## config.mk

```make
export PLATFORM = sky130hd
export DESIGN_NAME = multitouch_slot_event_encoder
export DESIGN_NICKNAME = d
export VERILOG_FILES = /design/src/design/msee_pkg.sv /design/src/design/msee_slot_table.sv /design/src/design/multitouch_slot_event_encoder.sv
export SDC_FILE = /design/constraint.sdc
export NUM_CORES = 1
export LEC_CHECK = 0
export BUFFER_PORTS_ARGS = -buffer_cell sky130_fd_sc_hd__buf_2
export CORE_ASPECT_RATIO = 1.4
export CORE_MARGIN = 4
export CORE_UTILIZATION = 55
export CTS_BUF_LIST = sky130_fd_sc_hd__clkbuf_8
export CTS_CLUSTER_SIZE = 14
export DETAILED_ROUTE_END_ITERATION = 6
export GPL_TIMING_DRIVEN = 0
export PLACE_DENSITY = 0.75
export SLEW_MARGIN = 10
export SYNTH_ARGS = -nofsm -noshare
export SYNTH_HDL_FRONTEND = slang
export SYNTH_SLANG_ARGS = --single-unit
```

## constraint.sdc

```tcl
create_clock -name clk -period 3.41 [get_ports clk]
set_clock_uncertainty 0.2 [all_clocks]
set_input_delay 0.1705 -clock clk [delete_from_list [all_inputs] [get_ports clk]]
set_output_delay 0.1705 -clock clk [all_outputs]
set_load 0.05 [all_outputs]
```

## src/design/msee_pkg.sv

```systemverilog
// shared types and constants for the multitouch slot event encoder
// no dependencies
`timescale 1ns / 1ps

package msee_pkg;

  localparam int SLOT_COUNT_DEF = 10;
  localparam int TRACK_MOD_DEF  = 10;

  localparam int ID_W    = 5;
  localparam int COORD_W = 16;
  localparam int VALUE_W = 17;

  localparam logic [1:0] CMD_DOWN   = 2'd0;
  localparam logic [1:0] CMD_UP     = 2'd1;
  localparam logic [1:0] CMD_MOTION = 2'd2;
  localparam logic [1:0] CMD_UNUSED = 2'd3;

  localparam logic [1:0] EV_TYPE_SYN = 2'd0;
  localparam logic [1:0] EV_TYPE_ABS = 2'd3;

  localparam logic [5:0] CODE_SLOT   = 6'h2f;
  localparam logic [5:0] CODE_TRACK  = 6'h39;
  localparam logic [5:0] CODE_X      = 6'h35;
  localparam logic [5:0] CODE_Y      = 6'h36;
  localparam logic [5:0] CODE_REPORT = 6'h00;

  localparam logic [VALUE_W-1:0] VALUE_RELEASE = '1;

  // write request into the slot table
  typedef struct packed {
    logic            en;
    logic            in_use;
    logic [ID_W-1:0] owner;
  } slot_wr_t;

endpackage

```

## src/design/msee_slot_table.sv

```systemverilog
// slot table: owner id and in-use flag per slot, one read and one write port
// depends on msee_pkg
`timescale 1ns / 1ps

module msee_slot_table #(
  parameter int SLOT_COUNT = msee_pkg::SLOT_COUNT_DEF,
  parameter int SLOT_W     = (SLOT_COUNT > 1) ? $clog2(SLOT_COUNT) : 1
) (
  input  logic                      clk,
  input  logic                      rst_n,
  input  logic [SLOT_W-1:0]         rd_idx,
  output logic [msee_pkg::ID_W-1:0] rd_owner,
  output logic                      rd_in_use,
  input  logic [SLOT_W-1:0]         wr_idx,
  input  msee_pkg::slot_wr_t        wr
);
  import msee_pkg::*;

  logic [ID_W-1:0] owner_r  [SLOT_COUNT];
  logic            in_use_r [SLOT_COUNT];

  always_ff @(posedge clk) begin
    if (!rst_n) begin
      for (int i = 0; i < SLOT_COUNT; i++) begin
        owner_r[i]  <= '0;
        in_use_r[i] <= 1'b0;
      end
    end else if (wr.en) begin
      owner_r[wr_idx]  <= wr.owner;
      in_use_r[wr_idx] <= wr.in_use;
    end
  end

  assign rd_owner  = owner_r[rd_idx];
  assign rd_in_use = in_use_r[rd_idx];

endmodule

```

## src/design/multitouch_slot_event_encoder.sv

```systemverilog
// multitouch slot event encoder: finger events in, slot protocol words out
// sequence: an accept in idle, then a slot scan of 1 to SLOT_COUNT slots (one slot per
//   cycle through a shared compare; the id mod reduction runs alongside and can hold the
//   scan open until it is done), then 2 to 5 output words, one per cycle while out_stall is low
// throughput: one item at a time; the next item is taken the cycle after the last word
// reset: synchronous, clears the slot table and the announced slot
// depends on msee_pkg, msee_slot_table
`timescale 1ns / 1ps

module multitouch_slot_event_encoder #(
  parameter int SLOT_COUNT       = msee_pkg::SLOT_COUNT_DEF,
  parameter int TRACKING_MODULUS = msee_pkg::TRACK_MOD_DEF
) (
  input  logic                               clk,
  input  logic                               rst_n,
  input  logic                               in_valid,
  output logic                               in_stall,
  input  logic [1:0]                         in_cmd,
  input  logic [msee_pkg::ID_W-1:0]          in_touch_id,
  input  logic [msee_pkg::COORD_W-1:0]       in_x_position,
  input  logic [msee_pkg::COORD_W-1:0]       in_y_position,
  output logic                               out_valid,
  input  logic                               out_stall,
  output logic [1:0]                         out_event_type,
  output logic [5:0]                         out_event_code,
  output logic signed [msee_pkg::VALUE_W-1:0] out_event_value,
  output logic                               out_last_event
);
  import msee_pkg::*;

  localparam int SLOT_W = (SLOT_COUNT > 1) ? $clog2(SLOT_COUNT) : 1;
  localparam int REM_W  = ID_W + 1;

  typedef enum logic [2:0] {
    ST_IDLE = 3'b001,
    ST_SCAN = 3'b010,
    ST_EMIT = 3'b100
  } state_t;

  typedef enum logic [4:0] {
    EVK_SLOT  = 5'b00001,
    EVK_TRACK = 5'b00010,
    EVK_X     = 5'b00100,
    EVK_Y     = 5'b01000,
    EVK_SYNC  = 5'b10000
  } kind_t;

  state_t              state_r, state_nxt;
  kind_t               kind_r, kind_nxt;
  logic [1:0]          cmd_r, cmd_nxt;
  logic [ID_W-1:0]     id_r, id_nxt;
  logic [COORD_W-1:0]  x_r, x_nxt;
  logic [COORD_W-1:0]  y_r, y_nxt;
  logic [ID_W-1:0]     rem_r, rem_nxt;
  logic [SLOT_W-1:0]   idx_r, idx_nxt;
  logic [SLOT_W-1:0]   slot_r, slot_nxt;
  logic                found_r, found_nxt;
  logic [SLOT_W-1:0]   ann_slot_r, ann_slot_nxt;
  logic                ann_valid_r, ann_valid_nxt;

  logic [ID_W-1:0]     rd_owner;
  logic                rd_in_use;
  slot_wr_t            tbl_wr;
  logic [SLOT_W-1:0]   tbl_wr_idx;

  logic                hit, last_idx, mod_busy, fin, got;
  logic [SLOT_W-1:0]   sel;

  msee_slot_table #(
    .SLOT_COUNT (SLOT_COUNT),
    .SLOT_W     (SLOT_W)
  ) u_table (
    .clk       (clk),
    .rst_n     (rst_n),
    .rd_idx    (idx_r),
    .rd_owner  (rd_owner),
    .rd_in_use (rd_in_use),
    .wr_idx    (tbl_wr_idx),
    .wr        (tbl_wr)
  );

  assign in_stall  = (state_r != ST_IDLE);
  assign out_valid = (state_r == ST_EMIT);

  // shared compare: a down looks for a free slot, up and motion for the owner
  assign hit      = (cmd_r == CMD_DOWN) ? !rd_in_use : (rd_in_use && (rd_owner == id_r));
  assign last_idx = (idx_r == SLOT_W'(SLOT_COUNT - 1));
  assign mod_busy = ({1'b0, rem_r} >= REM_W'(TRACKING_MODULUS));
  assign fin      = found_r || hit || last_idx;
  assign got      = found_r || hit;
  assign sel      = found_r ? slot_r : idx_r;

  always_comb begin
    state_nxt     = state_r;
    kind_nxt      = kind_r;
    cmd_nxt       = cmd_r;
    id_nxt        = id_r;
    x_nxt         = x_r;
    y_nxt         = y_r;
    rem_nxt       = rem_r;
    idx_nxt       = idx_r;
    slot_nxt      = slot_r;
    found_nxt     = found_r;
    ann_slot_nxt  = ann_slot_r;
    ann_valid_nxt = ann_valid_r;
    tbl_wr        = '0;
    tbl_wr_idx    = sel;

    case (state_r)
      ST_IDLE: begin
        if (in_valid && (in_cmd != CMD_UNUSED)) begin
          cmd_nxt   = in_cmd;
          id_nxt    = in_touch_id;
          x_nxt     = in_x_position;
          y_nxt     = in_y_position;
          rem_nxt   = in_touch_id;
          idx_nxt   = '0;
          found_nxt = 1'b0;
          state_nxt = ST_SCAN;
        end
      end
      ST_SCAN: begin
        if (mod_busy) begin
          rem_nxt = rem_r - ID_W'(TRACKING_MODULUS);
        end
        if (hit && !found_r) begin
          found_nxt = 1'b1;
          slot_nxt  = idx_r;
        end
        if (!fin) begin
          idx_nxt = idx_r + 1'b1;
        end
        if (fin && !mod_busy) begin
          if (got) begin
            tbl_wr.en     = (cmd_r != CMD_MOTION);
            tbl_wr.in_use = (cmd_r == CMD_DOWN);
            tbl_wr.owner  = (cmd_r == CMD_DOWN) ? id_r : '0;
            slot_nxt      = sel;
            ann_slot_nxt  = sel;
            ann_valid_nxt = 1'b1;
            if (!ann_valid_r || (ann_slot_r != sel)) begin
              kind_nxt = EVK_SLOT;
            end else if (cmd_r == CMD_MOTION) begin
              kind_nxt = EVK_X;
            end else begin
              kind_nxt = EVK_TRACK;
            end
            state_nxt = ST_EMIT;
          end else begin
            state_nxt = ST_IDLE;
          end
        end
      end
      ST_EMIT: begin
        if (!out_stall) begin
          case (kind_r)
            EVK_SLOT:  kind_nxt = (cmd_r == CMD_MOTION) ? EVK_X : EVK_TRACK;
            EVK_TRACK: kind_nxt = (cmd_r == CMD_DOWN) ? EVK_X : EVK_SYNC;
            EVK_X:     kind_nxt = EVK_Y;
            EVK_Y:     kind_nxt = EVK_SYNC;
            default:   kind_nxt = EVK_SYNC;
          endcase
          if (kind_r == EVK_SYNC) begin
            state_nxt = ST_IDLE;
          end
        end
      end
      default: begin
        state_nxt = ST_IDLE;
      end
    endcase
  end

  always_ff @(posedge clk) begin
    if (!rst_n) begin
      state_r     <= ST_IDLE;
      ann_slot_r  <= '0;
      ann_valid_r <= 1'b0;
    end else begin
      state_r     <= state_nxt;
      ann_slot_r  <= ann_slot_nxt;
      ann_valid_r <= ann_valid_nxt;
    end
  end

  always_ff @(posedge clk) begin
    kind_r  <= kind_nxt;
    cmd_r   <= cmd_nxt;
    id_r    <= id_nxt;
    x_r     <= x_nxt;
    y_r     <= y_nxt;
    rem_r   <= rem_nxt;
    idx_r   <= idx_nxt;
    slot_r  <= slot_nxt;
    found_r <= found_nxt;
  end

  // output word built from held registers, so it holds while stalled
  always_comb begin
    out_event_type  = EV_TYPE_ABS;
    out_event_code  = CODE_REPORT;
    out_event_value = '0;
    out_last_event  = 1'b0;
    case (kind_r)
      EVK_SLOT: begin
        out_event_code  = CODE_SLOT;
        out_event_value = VALUE_W'(slot_r);
      end
      EVK_TRACK: begin
        out_event_code  = CODE_TRACK;
        out_event_value = (cmd_r == CMD_UP) ? VALUE_RELEASE
                                            : VALUE_W'(rem_r) + VALUE_W'(1);
      end
      EVK_X: begin
        out_event_code  = CODE_X;
        out_event_value = VALUE_W'(x_r);
      end
      EVK_Y: begin
        out_event_code  = CODE_Y;
        out_event_value = VALUE_W'(y_r);
      end
      default: begin
        out_event_type  = EV_TYPE_SYN;
        out_event_code  = CODE_REPORT;
        out_event_value = '0;
        out_last_event  = 1'b1;
      end
    endcase
  end

  a_state_onehot: assert property (@(posedge clk) disable iff (!rst_n)
    $onehot(state_r))
    else $error("sequencer state not one-hot");

  a_busy_after_accept: assert property (@(posedge clk) disable iff (!rst_n)
    (rst_n && in_valid && !in_stall && (in_cmd != CMD_UNUSED)) |=> in_stall)
    else $error("accepted item did not hold off the input");

  a_idle_after_last: assert property (@(posedge clk) disable iff (!rst_n)
    (rst_n && out_valid && !out_stall && out_last_event) |=> (!out_valid && !in_stall))
    else $error("sequence did not end after the sync word");

  a_ann_after_emit: assert property (@(posedge clk) disable iff (!rst_n)
    out_valid |-> (ann_valid_r && (ann_slot_r == slot_r)))
    else $error("announced slot out of step with emitted slot");

endmodule

```

==> impl_metrics.toml, run 1 <==
[clocking]
cts_buffers = 17
clock_latency_ns = 0.45
cts.sinks = 166
cts_tree = "yes"
clockBufferDepth = 2
ctsHtreeMaxLevel = 4
cts_root_buffer = "clkbuf_8"
clkTransAtPathRegs_ns = 0.08

[drt]
vias_per_cell = 5.95
drt_iter0_markers = 440
wl_per_cell_um = 21.4
drc = 0
ant_nets = 0
wirelength_um = 19900
firstDrtPassIters = 5
vias = 5531

[timing]
tns_ns = -0.736
fin_ws_ns = -0.0487
max_freq_ghz = 0.289
hold_slack_ns = 0.147
rsz0062_at_grt = "yes"
tightest_slew_ns = 0.978
max_slew_margin_pct = 34.8
period_share_pct = 101
period_minus_slack_ns = 3.46
final-hold-violation-count = 0
setup_viol = 28
slew_viol_final = 0

[critical_path]
cp.buffers_inverters = 4
crit_type = "register to register"
cp_top_family = "buffers and inverters"
start_kind = "register"
arrival_ns = 3.41
critical_path.cell_chain = "buf_6, buf_8, mux2i_1, mux4_2, xnor2_1, nor3_1, o22ai_2, o31ai_4, buf_4, nand2_4, nor4_2, buf_4"
cp_data_required_time_ns = 3.36
crit_fanout = 10
slowest_stage = "mux4_2"
crit_top_cell = "buf_4"
endpoint_kind = "register"
slowest_delay_ns = 0.49

[final_layout]
layout.cells.non_filler = 930
fill_cells = 907
drive_above_1_share_pct = 27.3
multi_input_area_um2 = 2850
layout_commonest_cell = "edfxtp_1"
layout.nets = 784
diodes = 0
layout_common_cells = "edfxtp_1 (145), nor2_1 (76), buf_2 (72)"
syn_to_final_growth_pct = 24.4
finish.instance_area_um2 = 9510
seqCellArea_um2 = 4780

[global_route]
grt_pass1_vias = 5638
grt_util_met1_pct = 28.2
track_usage_pct = 25.3
grt_max_degree = 40
grt_util_met3_pct = 5.07
grt_busiest_layer = "met2"
grt_use_met2_pct = 46.0
grt_pass1_wl_um = 30400
grt_overflow = 0
antenna_found_initial = 0

[synth]
synthesis.instances = 584
synth-edff-count = 145
synth_compound_area_share_pct = 7.43
synthSimpleGateAreaFrac_pct = 13.1
synthesis.nets = 633
synth_top_flop_cell = "edfxtp_1"
ys_seq_area_share_pct = 62.5
synth_adder_area_share_pct = 0.982
syn_avg_cell_area_um2 = 13.1
ys_ff_latch = 166
synth_area_um2 = 7640
synth_top_family_by_area = "simple AND/OR/NAND/NOR gates"
synthMuxAreaShare_pct = 11.1
yosys_warnings = 0
synth_xor_xnor_area_share_pct = 1.72
yosysUniqueCellTypes = 60
synthArstFlopShare_pct = 0

[placement]
placed_cells = 842
place_area_um2 = 8310
port_buffers = 70
dp_hpwl_um = 13300
gp_congestion = 0.970

[die]
fp.coreArea_um2 = 13500
ios = 71
die_w_um = 108
die_h_um = 147
start_util_pct = 56.6
die-area_um2 = 15900
row_count = 50

[run_status]
status = "finished with violations"
violations = "setup timing"

[power_and_ir_drop]
power.internal_mw = 3.19
seqPwrFrac_pct = 54.9
p_per_area_nw_per_um2 = 443
p_sw_mw = 1.03
switching_share_pct = 24.4
clkPwrFrac_pct = 34.0
combPwrFrac_pct = 11.1
ir_drop_v = 0.000333
p_leak_nw = 3.64

[flow_run]
maxCapViolCount = 0

[min_path]
hp-class = "primary input to register"
layer usage:
| layer | wire, µm | vias to the layer above |
|---|---|---|
| li1 | - | 2488 |
| met1 | 6910 | 2656 |
| met2 | 10600 | 318 |
| met3 | 1430 | 69 |
| met4 | 926 | 0 |
| met5 | 0 | - |
cells in the mapped netlist (4+ instances only):
cell	instances	area [µm²]
ha_1	6	75.1
a31oi_1	4	25.0
mux2i_1	43	430
nand3_4	5	87.6
mux2_2	9	101
mux4_2	13	293
dfxtp_1	21	420
nor3_1	6	30.0
nor4_1	7	43.8
a21oi_1	18	90.1
and2_1	4	25.0
a211oi_1	6	45.0
and3_1	4	25.0
buf_4	6	45.0
nor2_1	77	289
nand3_1	17	85.1
buf_2	5	25.0
or3_1	7	43.8
o21ai_0	9	45.0
edfxtp_1	145	4350
clkbuf_1	15	56.3
a221o_1	12	120
inv_1	21	78.8
xnor2_1	9	78.8
nand2_1	48	180
xor2_1	6	52.6
a22oi_1	6	45.0
o211ai_1	5	37.5
per-stage QoR:
step                worst slack, ns  utilization [%]  power [mW]
global placement              -1.53             60.9        2.72
finish                      -0.0487             70.4        4.21
detailed placement            -1.05             61.5        2.73
global route                 -0.133             70.4        4.36
floorplan                   -0.0782                -        2.61
CTS                          0.0117             69.6        4.18
area by class of cell:
type                       instances  share of cell area, %
tap                              182                   2.40
clock inverter                    15                   1.74
clock buffer                      17                   2.46
sequential                       166                   50.2
inverter                          22                  0.895
multi-input combinational        366                   30.0
buffer                            29                   2.00
timing repair buffer             133                   10.3
power by group through the flow:
stage | Combinational [mW] | Sequential [mW] | Clock, mW
floorplan | 0.263 | 2.34 | 0
global placement | 0.362 | 2.35 | 0
detailed placement | 0.376 | 2.36 | 0
CTS | 0.444 | 2.31 | 1.43
global route | 0.497 | 2.32 | 1.54
finish | 0.467 | 2.31 | 1.43
logic make-up (layout without fill, tap and decap cells):
group                      Yosys count  after routing
muxes                               67             67
DFF                                166            166
adders and majority gates            6              6
xor gates and xnor gates            15             15
buffers and inverters               52            216
AOI/OAI and AO/OA                   77             77
and+or+nand+nor                    201            201
what timing repair did:
action                                 4_1_cts  5_1_grt
setup buffers                               14        2
setup endpoints to repair                  213      144
hold buffers                                40        1
gates resized for setup                     37       22
pin swaps                                   10        7
endpoints found under the hold margin       45        5
flip-flops by register name (all words and copies together) (netlist names), named ones only:
name / flops
id_r: 5
slot_r: 4
idx_r: 4
found_r: 1
cmd_r: 2
u_table.in_use_r: 16
rem_r: 5
u_table.owner_r: 80
state_r: 3
ann_slot_r: 4
kind_r: 5
x_r: 16
ann_valid_r: 1
y_r: 16
path summary, 6_finish.rpt:
check	startpoint	cells after the start	endpoint	slack, ns
max	register	12	u_table.in_use_r[15]$_DFFE_PP_	-0.05
min	in_valid	4	register	0.15
max reg2reg	register	12	u_table.in_use_r[15]$_DFFE_PP_	-0.05
min reg2reg	u_table.in_use_r[6]$_DFF_P_	2	u_table.in_use_r[6]$_DFF_P_	0.27
worst min-delay path, stage by stage:
cell and delay [ns]:
buf_2 0.10, nand3_1 0.28, o211ai_1 0.15, o41ai_1 0.07
Power figures use the tool's default switching activity.
==> inputs of run 2 (changes only) <==
CORE_MARGIN = 2   (was 4)
PLACE_DENSITY = 0.79   (was 0.75)
TNS_END_PERCENT = 10   (was default)
==> run 2 against run 1 <==
Against the previous run: the run still ends with setup timing left; wire length grew 3.0%; die area fell by 6.3%; highest routed layer unchanged; fmax fell by 1.7%; via count is 2.6% higher; hold slack got worse by 0.020 ns; setup slack got worse by 0.061 ns; core utilization about the same; count of clock-buffer cells in the layout is the same; final area grew 1.5%; critical path depth down 1.
==> impl_metrics.toml, run 2 (synthesized netlist as in run 1, its figures left out) <==
[drt]
wl_per_cell_um = 21.7
firstDrtPassIters = 5
wl_met2_um = 10800
met3_length_um = 1610
drc = 0
top_layer_used = "met4"
drt_iter0_markers = 525
vias_per_cell = 6.01
met1_length_um = 6670
ant_nets = 0
wirelength_um = 20500
vias = 5676

[clocking]
cts_root_buffer = "clkbuf_8"
ctsHtreeMaxLevel = 4
cts_tree = "yes"
cts.sinks = 166
clockBufferDepth = 2
clock_latency_ns = 0.47
clkTransAtPathRegs_ns = 0.10
cts_buffers = 17

[timing]
period_minus_slack_ns = 3.52
max_freq_ghz = 0.284
tightest_slew_ns = 1.14
rsz0062_at_grt = "yes"
setup_viol = 27
fin_ws_ns = -0.109
final-hold-violation-count = 0
slew_viol_final = 0
period_share_pct = 103
max_slew_margin_pct = 23.9

[global_route]
grt_pass1_vias = 5818
track_usage_pct = 27.7
grt_max_degree = 40
grt_overflow = 0
antenna_found_initial = 0
grt_pass1_wl_um = 31100

[power_and_ir_drop]
ir_drop_v = 0.000309
p_leak_nw = 3.68
p_per_area_nw_per_um2 = 426

[placement]
gp_congestion = 0.942
dp_hpwl_um = 13300
place_area_um2 = 8310
place_ws_ns = -1.06
port_buffers = 70
placed_cells = 845

[final_layout]
final_util_pct = 70.3
layout.cells.non_filler = 945
layout_commonest_cell = "edfxtp_1"
fill_cells = 859
max_flop_register = "u_table.owner_r"
syn_to_final_growth_pct = 26.2
layout.nets = 796
seqCellArea_um2 = 4780
drive_above_1_share_pct = 30.4
diodes = 0
largest_register_ffs = 80
layout_common_cells = "edfxtp_1 (145), buf_2 (73), nor2_1 (72)"
multi_input_area_um2 = 2930
finish.instance_area_um2 = 9650

[run_status]
status = "finished with violations"
violations = "setup timing"

[die]
die_h_um = 143
start_util_pct = 55.7
die_w_um = 104
die-area_um2 = 14900
fp.coreArea_um2 = 13700
row_count = 51
ios = 71

[flow_run]
maxCapViolCount = 0

[critical_path]
crit_type = "register to register"
cp_data_required_time_ns = 3.40
arrival_ns = 3.51
crit_fanout = 7
endpoint_kind = "register"
start_kind = "register"

[min_path]
hp-class = "primary input to register"
run 2: cell types whose count changed in the layout (fill, tap and decap cells not counted), sizes merged:
| cell | before | now |
|---|---|---|
| inv | 24 | 28 |
| bufinv | 3 | 0 |
| clkinvlp | 3 | 2 |
| clkbuf | 32 | 35 |
| nand2 | 49 | 50 |
| buf | 106 | 114 |
run 2: repair_timing:
item                                    4_1_cts  5_1_grt
endpoints found under the hold margin        53        0
resized for setup                            43       39
endpoints found under the setup margin      205      228
gates cloned                                  1        1
hold buffers                                 41        0
pin swaps                                    12       13
buffers inserted                             10       15
run 2: area by class of cell:
class | instances | share of cell area (%)
plain buffers | 30 | 2.23
clock buffers | 17 | 2.43
clock inverters | 15 | 1.26
inverters | 22 | 0.908
multi-input cells | 367 | 30.4
flip-flops and latches | 166 | 49.5
well taps | 185 | 2.40
repair buffers | 143 | 10.9
run 2: final timing paths:
kind	startpoint	end	slack, ns	depth (start not counted)
setup reg to reg	register	u_table.owner_r[14][1]$_DFFE_PP_	-0.11	11
hold / removal	in_valid	register	0.13	4
setup / recovery	register	u_table.owner_r[14][1]$_DFFE_PP_	-0.11	11
hold reg to reg	u_table.in_use_r[4]$_DFF_P_	u_table.in_use_r[4]$_DFF_P_	0.27	2
run 2: stage by stage:
step / hold WS [ns] / power (mW) / TNS, ns
after floorplan: 0.0694 / 2.61 / -2.82
after global placement: 0.147 / 2.71 / -76.25
after detailed placement: 0.149 / 2.73 / -56.08
after CTS: 0.116 / 4.05 / -0.00167
after global routing: 0.147 / 4.22 / -10.69
final: 0.127 / 4.11 / -1.02
run 2: worst max-delay path, stage by stage (launching register included):
cell and delay, ns:
dfxtp_1 0.35, buf_8 0.15, mux2_1 0.36, a2bb2oi_1 0.16, and4b_1 0.20, a311oi_2 0.24
nand4_1 0.22, o31ai_4 0.45, nand2_4 0.12, buf_4 0.18, nor4_4 0.37, buf_4 0.24
run 2: where the power goes:
group / total, mW / switching [mW] / internal [mW]
Clock: 1.30 / 0.777 / 0.520
Combinational: 0.496 / 0.277 / 0.218
Sequential: 2.32 / 0.0443 / 2.27
run 2: metal layers:
layer | vias up | track usage, %
met3 | 111 | 6.85
li1 | 2511 | -
met1 | 2696 | 28.4
met5 | - | 0
met2 | 358 | 52.2
met4 | 0 | 14.8
==> inputs of run 3 (changes only) <==
CTS_CLUSTER_DIAMETER = 150   (was default)
REMOVE_ABC_BUFFERS = 1   (was default)
TNS_END_PERCENT = 50   (was 10)
==> run 3 against run 2 <==
Against the previous run: the run still ends with setup timing left; core utilization fell by 0.48 points; power grew 3.2%; sequential power is essentially flat; fmax increased by 2.2%; clock power is 10% higher; setup slack gained 0.077 ns; critical path type unchanged; largest power group unchanged; highest routed layer unchanged.
==> impl_metrics.toml, run 3 (synthesized netlist as in run 1, its figures left out) <==
[timing]
period_share_pct = 101
period_minus_slack_ns = 3.44
slew_viol_final = 0
tns_ns = -0.316
tightest_slew_ns = 0.963
hold_slack_ns = 0.0698
final-hold-violation-count = 0
setup_viol = 15
fin_ws_ns = -0.0322
max_slew_margin_pct = 33.9
max_freq_ghz = 0.291

[drt]
wl_per_cell_um = 22.1
ant_nets = 0
wirelength_um = 20400
drc = 0
vias = 5624
firstDrtPassIters = 5
drt_iter0_markers = 521
vias_per_cell = 6.11

[global_route]
antenna_found_initial = 0
grt_max_degree = 40
track_usage_pct = 27.3
grt_pass1_vias = 5749
grt_pass1_wl_um = 30400
grt_overflow = 0

[final_layout]
max_flop_register = "u_table.owner_r"
drive_above_1_share_pct = 30.0
layout.nets = 772
layout_commonest_cell = "edfxtp_1"
fill_cells = 876
layout_common_cells = "edfxtp_1 (145), nor2_1 (73), buf_2 (70)"
syn_to_final_growth_pct = 25.3
multi_input_area_um2 = 2940
layout.cells.non_filler = 921
largest_register_ffs = 80
final_util_pct = 69.8
diodes = 0
seqCellArea_um2 = 4790

[critical_path]
crit_fanout = 10
endpoint_kind = "register"
start_kind = "register"
arrival_ns = 3.43
crit_type = "register to register"
cp_data_required_time_ns = 3.40
r2r_slack_ns = -0.03

[power_and_ir_drop]
p_per_area_nw_per_um2 = 443
p_sw_mw = 1.08
seqPwrFrac_pct = 55.1
p_leak_nw = 3.64
clkPwrFrac_pct = 33.6
switching_share_pct = 25.4
combPwrFrac_pct = 11.3
ir_drop_v = 0.000303
power.internal_mw = 3.16

[die]
die_w_um = 104
fp.coreArea_um2 = 13700
start_util_pct = 55.7
die_h_um = 143
row_count = 51
ios = 71
die-area_um2 = 14900

[placement]
dp_hpwl_um = 12400
place_ws_ns = -1.94
gp_congestion = 0.955
port_buffers = 70
placed_cells = 817

[flow_run]
maxCapViolCount = 0

[clocking]
cts.sinks = 166
cts_buffers = 17
clock_latency_ns = 0.46
clkTransAtPathRegs_ns = 0.10
clockBufferDepth = 2
cts_root_buffer = "clkbuf_8"
cts_tree = "yes"
ctsHtreeMaxLevel = 4

[min_path]
hp-class = "primary input to register"

[run_status]
status = "finished with violations"
violations = "setup timing"
==> run 3: final timing paths <==
check / depth (start not counted) / startpoint / end
worst min-delay path: 4 / out_stall / state_r[2]$_SDFFE_PN0P_
worst max-delay path: 12 / register / u_table.owner_r[12][3]$_DFFE_PP_
worst min register to register: 2 / u_table.in_use_r[2]$_DFF_P_ / u_table.in_use_r[2]$_DFF_P_
worst max register to register: 12 / register / u_table.owner_r[12][3]$_DFFE_PP_
==> run 3: layout make-up <==
cell class / instances / share of cell area [%]
multi-input cells: 368 / 30.7
repair buffers: 148 / 11.8
clock buffers: 18 / 2.59
flip-flops and latches: 166 / 50.0
clock inverters: 14 / 1.57
inverters: 22 / 0.914
well taps: 185 / 2.42
==> run 3: repair_timing <==
item | in CTS | in global routing
pin swaps | 10 | 13
buffers inserted | 21 | 9
gates cloned | 1 | 2
hold buffers | 39 | 0
endpoints found under the setup margin | 222 | 140
resized for setup | 33 | 31
endpoints found under the hold margin | 44 | 0
==> run 3: metal layers <==
metal	vias up	routed length [µm]	track usage, %
met2	327	10900	50.3
met3	96	1570	6.80
met4	0	1160	17.0
met1	2731	6810	27.8
met5	-	0	0
li1	2470	-	-
==> run 3: power by group through the flow <==
stage	Clock [mW]	Sequential, mW	Combinational (mW)
6_report	1.43	2.34	0.480
3_5_place_dp	0	2.40	0.307
5_1_grt	1.50	2.34	0.508
4_1_cts	1.42	2.33	0.416
3_3_place_gp	0	2.39	0.297
2_1_floorplan	0	2.37	0.219
==> run 3: metrics by stage <==
step           cell area, µm²  power [mW]
2_1_floorplan            7480        2.59
3_3_place_gp             8060        2.69
3_5_place_dp             8180        2.71
4_1_cts                  9350        4.17
5_1_grt                  9580        4.35
6_report                 9580        4.24
==> run 3: worst max-delay path: stages, from the launching register on <==
cell	delay, ns
dfxtp_4	0.36
buf_12	0.15
buf_12	0.14
and2b_2	0.22
a2bb2oi_2	0.19
a21oi_2	0.08
a311oi_2	0.30
nand4_1	0.27
o31ai_4	0.47
buf_4	0.19
nand2_4	0.10
nor4_4	0.28
buf_4	0.22
